$ cat src/rtl/ale_pkg.sv
// Shared types and codes for the array list engine.
package ale_pkg;

   localparam int CMD_W    = 3;
   localparam int IDX_W    = 5;
   localparam int STATUS_W = 2;
   localparam int DATA_W   = 32;
   localparam int CNT_W    = 5;

   localparam logic [CMD_W-1:0] CMD_APPEND  = 3'd0;
   localparam logic [CMD_W-1:0] CMD_INSERT  = 3'd1;
   localparam logic [CMD_W-1:0] CMD_DELETE  = 3'd2;
   localparam logic [CMD_W-1:0] CMD_SEARCH  = 3'd3;
   localparam logic [CMD_W-1:0] CMD_GET     = 3'd4;
   localparam logic [CMD_W-1:0] CMD_SET     = 3'd5;
   localparam logic [CMD_W-1:0] CMD_REVERSE = 3'd6;
   localparam logic [CMD_W-1:0] CMD_STATS   = 3'd7;

   localparam logic [STATUS_W-1:0] STATUS_OK    = 2'd0;
   localparam logic [STATUS_W-1:0] STATUS_FULL  = 2'd1;
   localparam logic [STATUS_W-1:0] STATUS_RANGE = 2'd2;
   localparam logic [STATUS_W-1:0] STATUS_EMPTY = 2'd3;

   typedef struct packed {
      logic [STATUS_W-1:0] status;
      logic                found;
      logic [DATA_W-1:0]   read_value;
      logic [DATA_W-1:0]   max_value;
      logic [DATA_W-1:0]   min_value;
      logic [DATA_W-1:0]   mean_value;
      logic [CNT_W-1:0]    count;
   } result_type;

endpackage

$ cat src/rtl/array_list_engine_unit.sv
// Top level of the array list engine: command sequencer and result register.
//
// Usage: one request on req_* (command, index, value) gives exactly one
// result on rsp_* (status, found, read_value, max/min/mean, count).
// Both channels are valid/ready. req_ready is high only while the
// sequencer is idle; a new request may be taken while the previous
// result still waits in the output register.
// Work per request: append, set and errors finish in decode; get does one read.
// Insert and delete read and write each entry moved; search reads and
// compares each entry until the key is found; reverse reads both entries
// of each pair and writes them back swapped; statistics reads each entry,
// updates max then min, then divides the sum by the count, where the sum has
// SUM_W = min(64, WIDTH + clog2(DEPTH+1)) bits; 37 at the defaults.
// req_ready rises together with rsp_valid, so the next request can be
// taken as soon as the result appears.
// All list walks go through the one storage block; search and statistics
// share the one comparator, and the mean comes from a bit-serial divider.
// Reset clears the count and the control state; stored entries are not
// cleared. A stalled result holds rsp_* steady; the sequencer waits in
// its final state until the output register frees up.
module array_list_engine_unit #(
   parameter int DEPTH = 16,
   parameter int WIDTH = 32
) (
   input  logic                                 clock,
   input  logic                                 reset,
   input  logic                                 req_valid,
   output logic                                 req_ready,
   input  logic [ale_pkg::CMD_W-1:0]            req_command,
   input  logic [ale_pkg::IDX_W-1:0]            req_index,
   input  logic signed [WIDTH-1:0]              req_value,
   output logic                                 rsp_valid,
   input  logic                                 rsp_ready,
   output logic [ale_pkg::STATUS_W-1:0]         rsp_status,
   output logic                                 rsp_found,
   output logic signed [ale_pkg::DATA_W-1:0]    rsp_read_value,
   output logic signed [ale_pkg::DATA_W-1:0]    rsp_max_value,
   output logic signed [ale_pkg::DATA_W-1:0]    rsp_min_value,
   output logic signed [ale_pkg::DATA_W-1:0]    rsp_mean_value,
   output logic [ale_pkg::CNT_W-1:0]            rsp_count
);

   localparam int CW    = $clog2(DEPTH + 1);
   localparam int AW    = $clog2(DEPTH);
   localparam int PW    = (CW > ale_pkg::IDX_W) ? CW : ale_pkg::IDX_W;
   localparam int SUM_W = (WIDTH + CW > 64) ? 64 : WIDTH + CW;
   localparam int DW    = ale_pkg::DATA_W;

   localparam logic [4:0] S_IDLE    = 5'd0;
   localparam logic [4:0] S_DECODE  = 5'd1;
   localparam logic [4:0] S_INS_RD  = 5'd2;
   localparam logic [4:0] S_INS_WR  = 5'd3;
   localparam logic [4:0] S_DEL_RD  = 5'd4;
   localparam logic [4:0] S_DEL_WR  = 5'd5;
   localparam logic [4:0] S_SR_RD   = 5'd6;
   localparam logic [4:0] S_SR_CMP  = 5'd7;
   localparam logic [4:0] S_GET_WT  = 5'd8;
   localparam logic [4:0] S_REV_RDA = 5'd9;
   localparam logic [4:0] S_REV_RDB = 5'd10;
   localparam logic [4:0] S_REV_WRA = 5'd11;
   localparam logic [4:0] S_REV_WRB = 5'd12;
   localparam logic [4:0] S_ST_RD   = 5'd13;
   localparam logic [4:0] S_ST_MAX  = 5'd14;
   localparam logic [4:0] S_ST_MIN  = 5'd15;
   localparam logic [4:0] S_DIV     = 5'd16;
   localparam logic [4:0] S_DONE    = 5'd17;

   logic [4:0]                    state_ff, state_in;
   logic [ale_pkg::CMD_W-1:0]     cmd_ff, cmd_in;
   logic [PW-1:0]                 idx_ff, idx_in;
   logic [WIDTH-1:0]              val_ff, val_in;
   logic [PW-1:0]                 ptr_ff, ptr_in;
   logic [PW-1:0]                 hi_ff, hi_in;
   logic [WIDTH-1:0]              tmp_ff, tmp_in;
   logic [CW-1:0]                 count_ff, count_in;
   logic [ale_pkg::STATUS_W-1:0]  status_ff, status_in;
   logic                          found_ff, found_in;
   logic [DW-1:0]                 rd_ff, rd_in;
   logic [WIDTH-1:0]              mx_ff, mx_in;
   logic [WIDTH-1:0]              mn_ff, mn_in;
   logic [SUM_W-1:0]              sum_ff, sum_in;
   logic [DW-1:0]                 mean_ff, mean_in;
   ale_pkg::result_type           rsp_ff, rsp_in;
   logic                          rsp_valid_ff, rsp_valid_in;

   logic [PW-1:0]    n_pw;
   logic [PW-1:0]    ptr_p1;
   logic [PW-1:0]    ptr_m1;
   logic [PW-1:0]    cnt_pw;
   logic             mem_we;
   logic [AW-1:0]    mem_waddr;
   logic [WIDTH-1:0] mem_wdata;
   logic             mem_re;
   logic [AW-1:0]    mem_raddr;
   logic [WIDTH-1:0] rd_data;
   logic [WIDTH-1:0] alu_a;
   logic [WIDTH-1:0] alu_b;
   logic             alu_eq;
   logic             alu_lt;
   logic             sum_neg;
   logic [SUM_W-1:0] sum_mag;
   logic             div_start;
   logic             div_done;
   logic [SUM_W-1:0] div_quo;
   logic [SUM_W-1:0] mean_full;

   ale_store #(.DEPTH(DEPTH), .WIDTH(WIDTH), .AW(AW)) u_store (
      .clock (clock),
      .we    (mem_we),
      .waddr (mem_waddr),
      .wdata (mem_wdata),
      .re    (mem_re),
      .raddr (mem_raddr),
      .rdata (rd_data)
   );

   ale_cmp #(.WIDTH(WIDTH)) u_cmp (
      .a  (alu_a),
      .b  (alu_b),
      .eq (alu_eq),
      .lt (alu_lt)
   );

   ale_div #(.SUM_W(SUM_W), .DIV_W(CW)) u_div (
      .clock    (clock),
      .reset    (reset),
      .start    (div_start),
      .dividend (sum_mag),
      .divisor  (count_ff),
      .done     (div_done),
      .quotient (div_quo)
   );

   assign n_pw      = PW'(count_ff);
   assign ptr_p1    = ptr_ff + PW'(1);
   assign ptr_m1    = ptr_ff - PW'(1);
   assign sum_neg   = sum_ff[SUM_W-1];
   assign sum_mag   = sum_neg ? (~sum_ff + SUM_W'(1)) : sum_ff;
   assign mean_full = sum_neg ? (~div_quo + SUM_W'(1)) : div_quo;
   assign cnt_pw    = PW'(count_ff);

   // shared comparator operand select
   always_comb begin
      alu_a = val_ff;
      alu_b = rd_data;
      if (state_ff == S_ST_MAX) begin
         alu_a = mx_ff;
      end else if (state_ff == S_ST_MIN) begin
         alu_a = rd_data;
         alu_b = mn_ff;
      end
   end

   always_comb begin
      state_in     = state_ff;
      cmd_in       = cmd_ff;
      idx_in       = idx_ff;
      val_in       = val_ff;
      ptr_in       = ptr_ff;
      hi_in        = hi_ff;
      tmp_in       = tmp_ff;
      count_in     = count_ff;
      status_in    = status_ff;
      found_in     = found_ff;
      rd_in        = rd_ff;
      mx_in        = mx_ff;
      mn_in        = mn_ff;
      sum_in       = sum_ff;
      mean_in      = mean_ff;
      rsp_in       = rsp_ff;
      rsp_valid_in = rsp_valid_ff && !rsp_ready;
      mem_we       = 1'b0;
      mem_waddr    = ptr_ff[AW-1:0];
      mem_wdata    = val_ff;
      mem_re       = 1'b0;
      mem_raddr    = ptr_ff[AW-1:0];
      div_start    = 1'b0;

      unique case (state_ff)
         S_IDLE: begin
            if (req_valid) begin
               cmd_in    = req_command;
               idx_in    = PW'(req_index);
               val_in    = req_value;
               status_in = ale_pkg::STATUS_OK;
               found_in  = 1'b0;
               rd_in     = '0;
               mx_in     = '0;
               mn_in     = '0;
               mean_in   = '0;
               state_in  = S_DECODE;
            end
         end
         S_DECODE: begin
            state_in = S_DONE;
            unique case (cmd_ff)
               ale_pkg::CMD_APPEND: begin
                  if (n_pw == PW'(DEPTH)) begin
                     status_in = ale_pkg::STATUS_FULL;
                  end else begin
                     mem_we    = 1'b1;
                     mem_waddr = n_pw[AW-1:0];
                     count_in  = count_ff + CW'(1);
                  end
               end
               ale_pkg::CMD_INSERT: begin
                  if (n_pw == PW'(DEPTH)) begin
                     status_in = ale_pkg::STATUS_FULL;
                  end else if (idx_ff > n_pw) begin
                     status_in = ale_pkg::STATUS_RANGE;
                  end else begin
                     ptr_in   = n_pw;
                     state_in = S_INS_RD;
                  end
               end
               ale_pkg::CMD_DELETE: begin
                  if (idx_ff >= n_pw) begin
                     status_in = ale_pkg::STATUS_RANGE;
                  end else begin
                     ptr_in   = idx_ff;
                     state_in = S_DEL_RD;
                  end
               end
               ale_pkg::CMD_SEARCH: begin
                  ptr_in   = '0;
                  state_in = S_SR_RD;
               end
               ale_pkg::CMD_GET: begin
                  if (idx_ff >= n_pw) begin
                     status_in = ale_pkg::STATUS_RANGE;
                  end else begin
                     mem_re    = 1'b1;
                     mem_raddr = idx_ff[AW-1:0];
                     state_in  = S_GET_WT;
                  end
               end
               ale_pkg::CMD_SET: begin
                  if (idx_ff >= n_pw) begin
                     status_in = ale_pkg::STATUS_RANGE;
                  end else begin
                     mem_we    = 1'b1;
                     mem_waddr = idx_ff[AW-1:0];
                  end
               end
               ale_pkg::CMD_REVERSE: begin
                  if (n_pw >= PW'(2)) begin
                     ptr_in   = '0;
                     hi_in    = n_pw - PW'(1);
                     state_in = S_REV_RDA;
                  end
               end
               ale_pkg::CMD_STATS: begin
                  if (n_pw == '0) begin
                     status_in = ale_pkg::STATUS_EMPTY;
                  end else begin
                     ptr_in   = '0;
                     sum_in   = '0;
                     state_in = S_ST_RD;
                  end
               end
               default: state_in = S_DONE;
            endcase
         end
         S_INS_RD: begin
            if (ptr_ff == idx_ff) begin
               mem_we    = 1'b1;
               mem_waddr = idx_ff[AW-1:0];
               count_in  = count_ff + CW'(1);
               state_in  = S_DONE;
            end else begin
               mem_re    = 1'b1;
               mem_raddr = ptr_m1[AW-1:0];
               state_in  = S_INS_WR;
            end
         end
         S_INS_WR: begin
            mem_we    = 1'b1;
            mem_wdata = rd_data;
            ptr_in    = ptr_m1;
            state_in  = S_INS_RD;
         end
         S_DEL_RD: begin
            if (ptr_p1 < n_pw) begin
               mem_re    = 1'b1;
               mem_raddr = ptr_p1[AW-1:0];
               state_in  = S_DEL_WR;
            end else begin
               count_in = count_ff - CW'(1);
               state_in = S_DONE;
            end
         end
         S_DEL_WR: begin
            mem_we    = 1'b1;
            mem_wdata = rd_data;
            ptr_in    = ptr_p1;
            state_in  = S_DEL_RD;
         end
         S_SR_RD: begin
            if (ptr_ff < n_pw) begin
               mem_re   = 1'b1;
               state_in = S_SR_CMP;
            end else begin
               state_in = S_DONE;
            end
         end
         S_SR_CMP: begin
            if (alu_eq) begin
               found_in = 1'b1;
               state_in = S_DONE;
            end else begin
               ptr_in   = ptr_p1;
               state_in = S_SR_RD;
            end
         end
         S_GET_WT: begin
            rd_in    = DW'(signed'(rd_data));
            state_in = S_DONE;
         end
         S_REV_RDA: begin
            if (ptr_ff < hi_ff) begin
               mem_re   = 1'b1;
               state_in = S_REV_RDB;
            end else begin
               state_in = S_DONE;
            end
         end
         S_REV_RDB: begin
            // low entry arrives now; fetch the high one
            tmp_in    = rd_data;
            mem_re    = 1'b1;
            mem_raddr = hi_ff[AW-1:0];
            state_in  = S_REV_WRA;
         end
         S_REV_WRA: begin
            mem_we    = 1'b1;
            mem_wdata = rd_data;
            state_in  = S_REV_WRB;
         end
         S_REV_WRB: begin
            mem_we    = 1'b1;
            mem_waddr = hi_ff[AW-1:0];
            mem_wdata = tmp_ff;
            ptr_in    = ptr_p1;
            hi_in     = hi_ff - PW'(1);
            state_in  = S_REV_RDA;
         end
         S_ST_RD: begin
            mem_re   = 1'b1;
            state_in = S_ST_MAX;
         end
         S_ST_MAX: begin
            if (ptr_ff == '0) begin
               mx_in = rd_data;
               mn_in = rd_data;
            end else if (alu_lt) begin
               mx_in = rd_data;
            end
            sum_in   = sum_ff + SUM_W'(signed'(rd_data));
            state_in = S_ST_MIN;
         end
         S_ST_MIN: begin
            if (alu_lt) begin
               mn_in = rd_data;
            end
            if (ptr_p1 < n_pw) begin
               ptr_in   = ptr_p1;
               state_in = S_ST_RD;
            end else begin
               div_start = 1'b1;
               state_in  = S_DIV;
            end
         end
         S_DIV: begin
            if (div_done) begin
               mean_in  = DW'(signed'(mean_full));
               state_in = S_DONE;
            end
         end
         S_DONE: begin
            if (!rsp_valid_ff || rsp_ready) begin
               rsp_in.status     = status_ff;
               rsp_in.found      = found_ff;
               rsp_in.read_value = rd_ff;
               rsp_in.max_value  = DW'(signed'(mx_ff));
               rsp_in.min_value  = DW'(signed'(mn_ff));
               rsp_in.mean_value = mean_ff;
               rsp_in.count      = cnt_pw[ale_pkg::CNT_W-1:0];
               rsp_valid_in      = 1'b1;
               state_in          = S_IDLE;
            end
         end
         default: state_in = S_IDLE;
      endcase
   end

   always_ff @(posedge clock) begin
      if (reset) begin
         state_ff     <= S_IDLE;
         count_ff     <= '0;
         rsp_valid_ff <= 1'b0;
      end else begin
         state_ff     <= state_in;
         count_ff     <= count_in;
         rsp_valid_ff <= rsp_valid_in;
      end
      cmd_ff    <= cmd_in;
      idx_ff    <= idx_in;
      val_ff    <= val_in;
      ptr_ff    <= ptr_in;
      hi_ff     <= hi_in;
      tmp_ff    <= tmp_in;
      status_ff <= status_in;
      found_ff  <= found_in;
      rd_ff     <= rd_in;
      mx_ff     <= mx_in;
      mn_ff     <= mn_in;
      sum_ff    <= sum_in;
      mean_ff   <= mean_in;
      rsp_ff    <= rsp_in;
   end

   assign req_ready      = (state_ff == S_IDLE);
   assign rsp_valid      = rsp_valid_ff;
   assign rsp_status     = rsp_ff.status;
   assign rsp_found      = rsp_ff.found;
   assign rsp_read_value = rsp_ff.read_value;
   assign rsp_max_value  = rsp_ff.max_value;
   assign rsp_min_value  = rsp_ff.min_value;
   assign rsp_mean_value = rsp_ff.mean_value;
   assign rsp_count      = rsp_ff.count;

endmodule

$ cat src/rtl/ale_store.sv
// Element storage: one write port, one registered read port.
module ale_store #(
   parameter int DEPTH = 16,
   parameter int WIDTH = 32,
   parameter int AW    = 4
) (
   input  logic             clock,
   input  logic             we,
   input  logic [AW-1:0]    waddr,
   input  logic [WIDTH-1:0] wdata,
   input  logic             re,
   input  logic [AW-1:0]    raddr,
   output logic [WIDTH-1:0] rdata
);

   logic [WIDTH-1:0] mem [DEPTH];
   logic [WIDTH-1:0] rdata_ff;

   always_ff @(posedge clock) begin
      if (we) begin
         mem[waddr] <= wdata;
      end
      if (re) begin
         rdata_ff <= mem[raddr];
      end
   end

   assign rdata = rdata_ff;

endmodule

$ cat src/rtl/ale_cmp.sv
// Shared signed comparator used by search and statistics.
module ale_cmp #(
   parameter int WIDTH = 32
) (
   input  logic [WIDTH-1:0] a,
   input  logic [WIDTH-1:0] b,
   output logic             eq,
   output logic             lt
);

   assign eq = (a == b);
   assign lt = ($signed(a) < $signed(b));

endmodule

$ cat src/rtl/ale_div.sv
// Restoring divider, one quotient bit per cycle.
module ale_div #(
   parameter int SUM_W = 37,
   parameter int DIV_W = 5
) (
   input  logic             clock,
   input  logic             reset,
   input  logic             start,
   input  logic [SUM_W-1:0] dividend,
   input  logic [DIV_W-1:0] divisor,
   output logic             done,
   output logic [SUM_W-1:0] quotient
);

   localparam int BCW = $clog2(SUM_W + 1);

   logic             busy_ff, busy_in;
   logic             done_ff, done_in;
   logic [BCW-1:0]   bits_ff, bits_in;
   logic [SUM_W-1:0] quo_ff, quo_in;
   logic [DIV_W-1:0] rem_ff, rem_in;
   logic [DIV_W:0]   trial;
   logic [DIV_W:0]   diff;
   logic             ge;

   always_comb begin
      trial = {rem_ff, quo_ff[SUM_W-1]};
      ge    = (trial >= {1'b0, divisor});
      diff  = trial - {1'b0, divisor};
      busy_in = busy_ff;
      done_in = 1'b0;
      bits_in = bits_ff;
      quo_in  = quo_ff;
      rem_in  = rem_ff;
      if (start) begin
         busy_in = 1'b1;
         bits_in = BCW'(SUM_W);
         quo_in  = dividend;
         rem_in  = '0;
      end else if (busy_ff) begin
         quo_in  = {quo_ff[SUM_W-2:0], ge};
         rem_in  = ge ? diff[DIV_W-1:0] : trial[DIV_W-1:0];
         bits_in = bits_ff - BCW'(1);
         if (bits_ff == BCW'(1)) begin
            busy_in = 1'b0;
            done_in = 1'b1;
         end
      end
   end

   always_ff @(posedge clock) begin
      if (reset) begin
         busy_ff <= 1'b0;
         done_ff <= 1'b0;
         bits_ff <= '0;
      end else begin
         busy_ff <= busy_in;
         done_ff <= done_in;
         bits_ff <= bits_in;
      end
      quo_ff <= quo_in;
      rem_ff <= rem_in;
   end

   assign done     = done_ff;
   assign quotient = quo_ff;

endmodule

$ cat config.mk
export PLATFORM = sky130hd
export DESIGN_NAME = array_list_engine_unit
export DESIGN_NICKNAME = d
export VERILOG_FILES = /design/src/rtl/ale_pkg.sv /design/src/rtl/array_list_engine_unit.sv /design/src/rtl/ale_store.sv /design/src/rtl/ale_cmp.sv /design/src/rtl/ale_div.sv
export SDC_FILE = /design/constraint.sdc
export NUM_CORES = 2
export LEC_CHECK = 0
export BUFFER_PORTS_ARGS = -buffer_cell sky130_fd_sc_hd__buf_2
export CAP_MARGIN = 0
export CORE_ASPECT_RATIO = 2
export CORE_MARGIN = 10
export CORE_UTILIZATION = 55
export CTS_CLUSTER_SIZE = 20
export DETAILED_ROUTE_END_ITERATION = 6
export GPL_TIMING_DRIVEN = 0
export PLACE_DENSITY = 0.72
export SLEW_MARGIN = 20
export SYNTH_ARGS = -nofsm -noshare
export SYNTH_HDL_FRONTEND = slang
export SYNTH_HIERARCHICAL = 1
export SYNTH_SLANG_ARGS = --single-unit
$ cat constraint.sdc
create_clock -name clock -period 11.9 [get_ports clock]
set_input_delay 0.595 -clock clock [delete_from_list [all_inputs] [get_ports clock]]
set_output_delay 0.595 -clock clock [all_outputs]
set_load 0.005 [all_outputs]
==> impl_metrics.toml <==
[grt]
grt_max_degree = 38
grt_pass1_vias = 27600
grtUsageTotal = 0.262
grt-ovfl-total = 0
grt_pass1_wl_um = 175000
grt_antenna_before_repair = 2

[routing]
drtIter0Drc = 2524
drt-vias-per-instance = 6.26
drc_errors = 0
wire_per_inst_um = 28.2
vias = 26500
dr.pass1.iters = 6
antenna_left = 0
wl_um = 120000

[logic_synthesis]
ys_types = 86
synth-main-ff-cell = "edfxtp_1"
yosysWarnings = 6
netlist_area_um2 = 43400
yosysSeqAreaShare = 0.680
postSynthCellCount = 2830
synth-seq-cells = 991
avgSynthCellArea_um2 = 15.3
synthArstFlopShare = 0
synth_nets = 2978
synth-edff-count = 967

[placement]
place.port_buffers = 181
globalplace.congestion = 0.961
placed_cells = 4091
dp_hpwl_um = 89100

[worst_setup_path]
cp_cell_sequence = "clkbuf_1, clkbuf_1, nand3_1, nor2_1, clkbuf_1, mux2_2, inv_1, ha_1, a21oi_1, o21ai_0, a221oi_1, o2111ai_1, o22ai_2, o21ai_0, a22oi_2, buf_6, buf_6"
critPathArrivalTime_ps = 7480
critPathSlowestCell = "nor2_1"
r2r_slack_ps = 4820
rr_worst_depth = 17
worst_r2r_endpoint = "mn_ff[14]$_SDFFCE_PN0P_"
crit_family = "compound AO/OA/AOI/OAI gates"
cp-start-kind = "flop"
cp-startpoint = "state_ff[1]$_SDFFE_PP0P_"
crit_fanout = 13
cpPeakStageDelay_ps = 1050
crit_path_end_kind = "flop"
path_buf_inv = 6
critical_path_class = "reg -> reg"
timing.rr.start = "state_ff[1]$_SDFFE_PP0P_"
cp.depth = 17
worstPathRequired_ps = 12300
endpoint = "mn_ff[14]$_SDFFCE_PN0P_"
crit_path_frequent_cell = "clkbuf_1"

[timing]
fmax_mhz = 141
slew_headroom = 0.241
worstMarginPinSlew_ps = 1130
setup_tns_ps = 0
post-route-min-period_ps = 7080
setup_viol = 0
finClkSkew_ps = 47.1
min_period_over_period = 0.595
hold_violations = 0
rsz0062_at_grt = "no"
drv_slew = 0
whs_ps = 66.0

[layout]
drive_gt1_frac = 0.197
n_antenna_cell = 0
fin_nets = 3295
syn_to_final_growth_pct = 13.8
fin_cells = 4242

[cts]
clk_latency_ps = 700
cts_hold_buf = 0
cts.htree.levels = 3
clkTransAtPathRegs_ps = 70
post-cts-setup-buffers = 0
cts-root-buf = "clkbuf_16"
cts_tree = "yes"
cts_sinks = 991
cts_resized = 0
clockBufferDepth = 3
cts_buffers = 83

[floorplan]
core_um2 = 78200
die_h_um = 417
die_w_um = 219
io_pins = 182
start_util = 0.555
die-area_um2 = 91200
row_count = 145

[pwr]
peakVddDrop_v = 0.000138
p_leak_uw = 0.0170
power_density_nw_per_um2 = 214

[job]
cap_violations = 0

[min_path]
holdPathStages = 1
hp-class = "in -> reg"

[run_status]
status = "complete, no violations"
## metrics by stage
step                       util  worst slack, ps  total power (uW)  instance area [um2]
final                     0.631             4820             10600                49400
after global routing      0.631             4460             11000                49400
after CTS                 0.631             5010             10600                49300
after detailed placement  0.596             5010              7830                46600
after global placement    0.583             2020              7680                45600
after floorplan               -             4350              6680                43400
## power breakdown
part           leakage (uW)  switching [uW]  internal (uW)
Clock               0.00132            1300           1460
Sequential          0.00898             270           4470
Combinational       0.00671            1930           1140
## how the worst min path moves through the flow
stage / startpoint / endpoint / slack (ps)
floorplan: found_ff$_DFFE_PP_ / rsp_found$_DFFE_PP_ / 400
global placement: rd_ff[27]$_SDFFCE_PN0P_ / rsp_read_value[27]$_DFFE_PP_ / 410
detailed placement: mean_ff[1]$_SDFFCE_PP0P_ / rsp_mean_value[1]$_DFFE_PP_ / 400
CTS: req_command[1] / cmd_ff[1]$_DFFE_PP_ / 40
global route: req_value[9] / val_ff[9]$_DFFE_PP_ / 60
finish: req_index[3] / idx_ff[3]$_DFFE_PP_ / 70
## logic make-up (layout without fill, tap and decap cells)
group / after synthesis / after routing / share of synthesized area
AOI/OAI and AO/OA: 485 / 485 / 0.0754
xor gates and xnor gates: 111 / 111 / 0.0224
adders and majority gates: 104 / 104 / 0.0303
buffers and inverters: 221 / 604 / 0.0202
DFF: 991 / 991 / 0.680
muxes: 242 / 242 / 0.0947
and+or+nand+nor: 676 / 676 / 0.0765
## placed cells by master (no fill, tap or decap), drive strengths merged, types with 14 or more instances in the layout
master / synthesis / routed
a211oi: 25 / 25
a21o: 22 / 22
a21oi: 76 / 76
a22oi: 105 / 105
and2: 69 / 69
and3: 43 / 43
buf: 36 / 268
clkbuf: 102 / 191
clkinv: 2 / 43
dfxtp: 24 / 24
edfxtp: 967 / 967
ha: 102 / 102
inv: 81 / 87
mux2: 68 / 68
mux2i: 46 / 46
mux4: 128 / 128
nand2: 215 / 215
nand2b: 17 / 17
nand3: 36 / 36
nand4: 14 / 14
nor2: 152 / 152
nor2b: 16 / 16
nor3: 47 / 47
o21a: 16 / 16
o21ai: 114 / 114
o31ai: 31 / 31
or3: 14 / 14
xnor2: 67 / 67
xor2: 44 / 44
## metal layers
layer,share of wire,track usage,up-vias,wire (um)
met1,0.33,0.275,13300,40000
met3,0.060,0.0395,369,7130
met2,0.54,0.475,1253,64200
met5,0,0,-,0
li1,-,-,11600,-
met4,0.070,0.173,0,8330
## cells in the mapped netlist (6+ instances only)
cell type,number,area (um2)
a2111oi_0,6,52.6
a211oi_1,25,188
a21o_1,22,165
a21oi_1,75,375
a22oi_1,105,788
a31oi_1,11,68.8
and2_1,69,432
and3_1,43,269
buf_1,15,56.3
buf_2,12,60.1
buf_4,9,67.6
clkbuf_1,102,383
dfxtp_1,24,480
edfxtp_1,967,29000
ha_1,102,1280
inv_1,80,300
mux2_2,68,766
mux2i_1,46,460
mux4_2,128,2880
nand2_1,215,807
nand2b_1,16,100
nand3_1,36,180
nand3b_1,8,60.1
nand4_1,13,81.3
nor2_1,152,571
nor2b_1,16,100
nor3_1,47,235
nor4_1,7,43.8
o211ai_1,8,60.1
o21a_1,16,120
o21ai_0,113,566
o21bai_1,6,45.0
o31ai_1,30,225
o41ai_1,10,87.6
or2_2,7,43.8
or3_1,12,75.1
or4_1,9,67.6
xnor2_1,67,587
xor2_1,44,385
## registers in the layout, summed over array words and instances (netlist names), 5 cells and up
| register | flops |
|---|---|
| u_store/rdata | 32 |
| u_div/quotient | 37 |
| rsp_count | 5 |
| u_store/mem | 512 |
| rsp_max_value | 32 |
| rd_ff | 32 |
| tmp_ff | 32 |
| rsp_mean_value | 32 |
| idx_ff | 5 |
| mx_ff | 32 |
| mn_ff | 32 |
| rsp_read_value | 32 |
| hi_ff | 5 |
| u_div/bits_ff | 6 |
| val_ff | 32 |
| sum_ff | 37 |
| ptr_ff | 5 |
| u_div/rem_ff | 5 |
| state_ff | 5 |
| mean_ff | 32 |
| rsp_min_value | 32 |
| cnt_pw | 5 |
## area by class of cell
type                    count  area [um2]
multi-input cells        1618       13200
repair buffers            232        1760
inverters                  83         312
clock buffers              89        2100
well taps                1029        1290
flip-flops and latches    991       29500
fillers                  5564       28800
plain buffers             138         567
clock inverters            62         642
## worst register-to-register path: stages (launching register included)
cell and delay, ps:
dfxtp_1 310, clkbuf_1 350, clkbuf_1 400, nand3_1 550
nor2_1 1050, clkbuf_1 660, mux2_2 420, inv_1 60
ha_1 250, a21oi_1 150, o21ai_0 150, a221oi_1 840
o2111ai_1 270, o22ai_2 210, o21ai_0 110, a22oi_2 550
buf_6 270, buf_6 210
(Power assumes the default switching activity.)
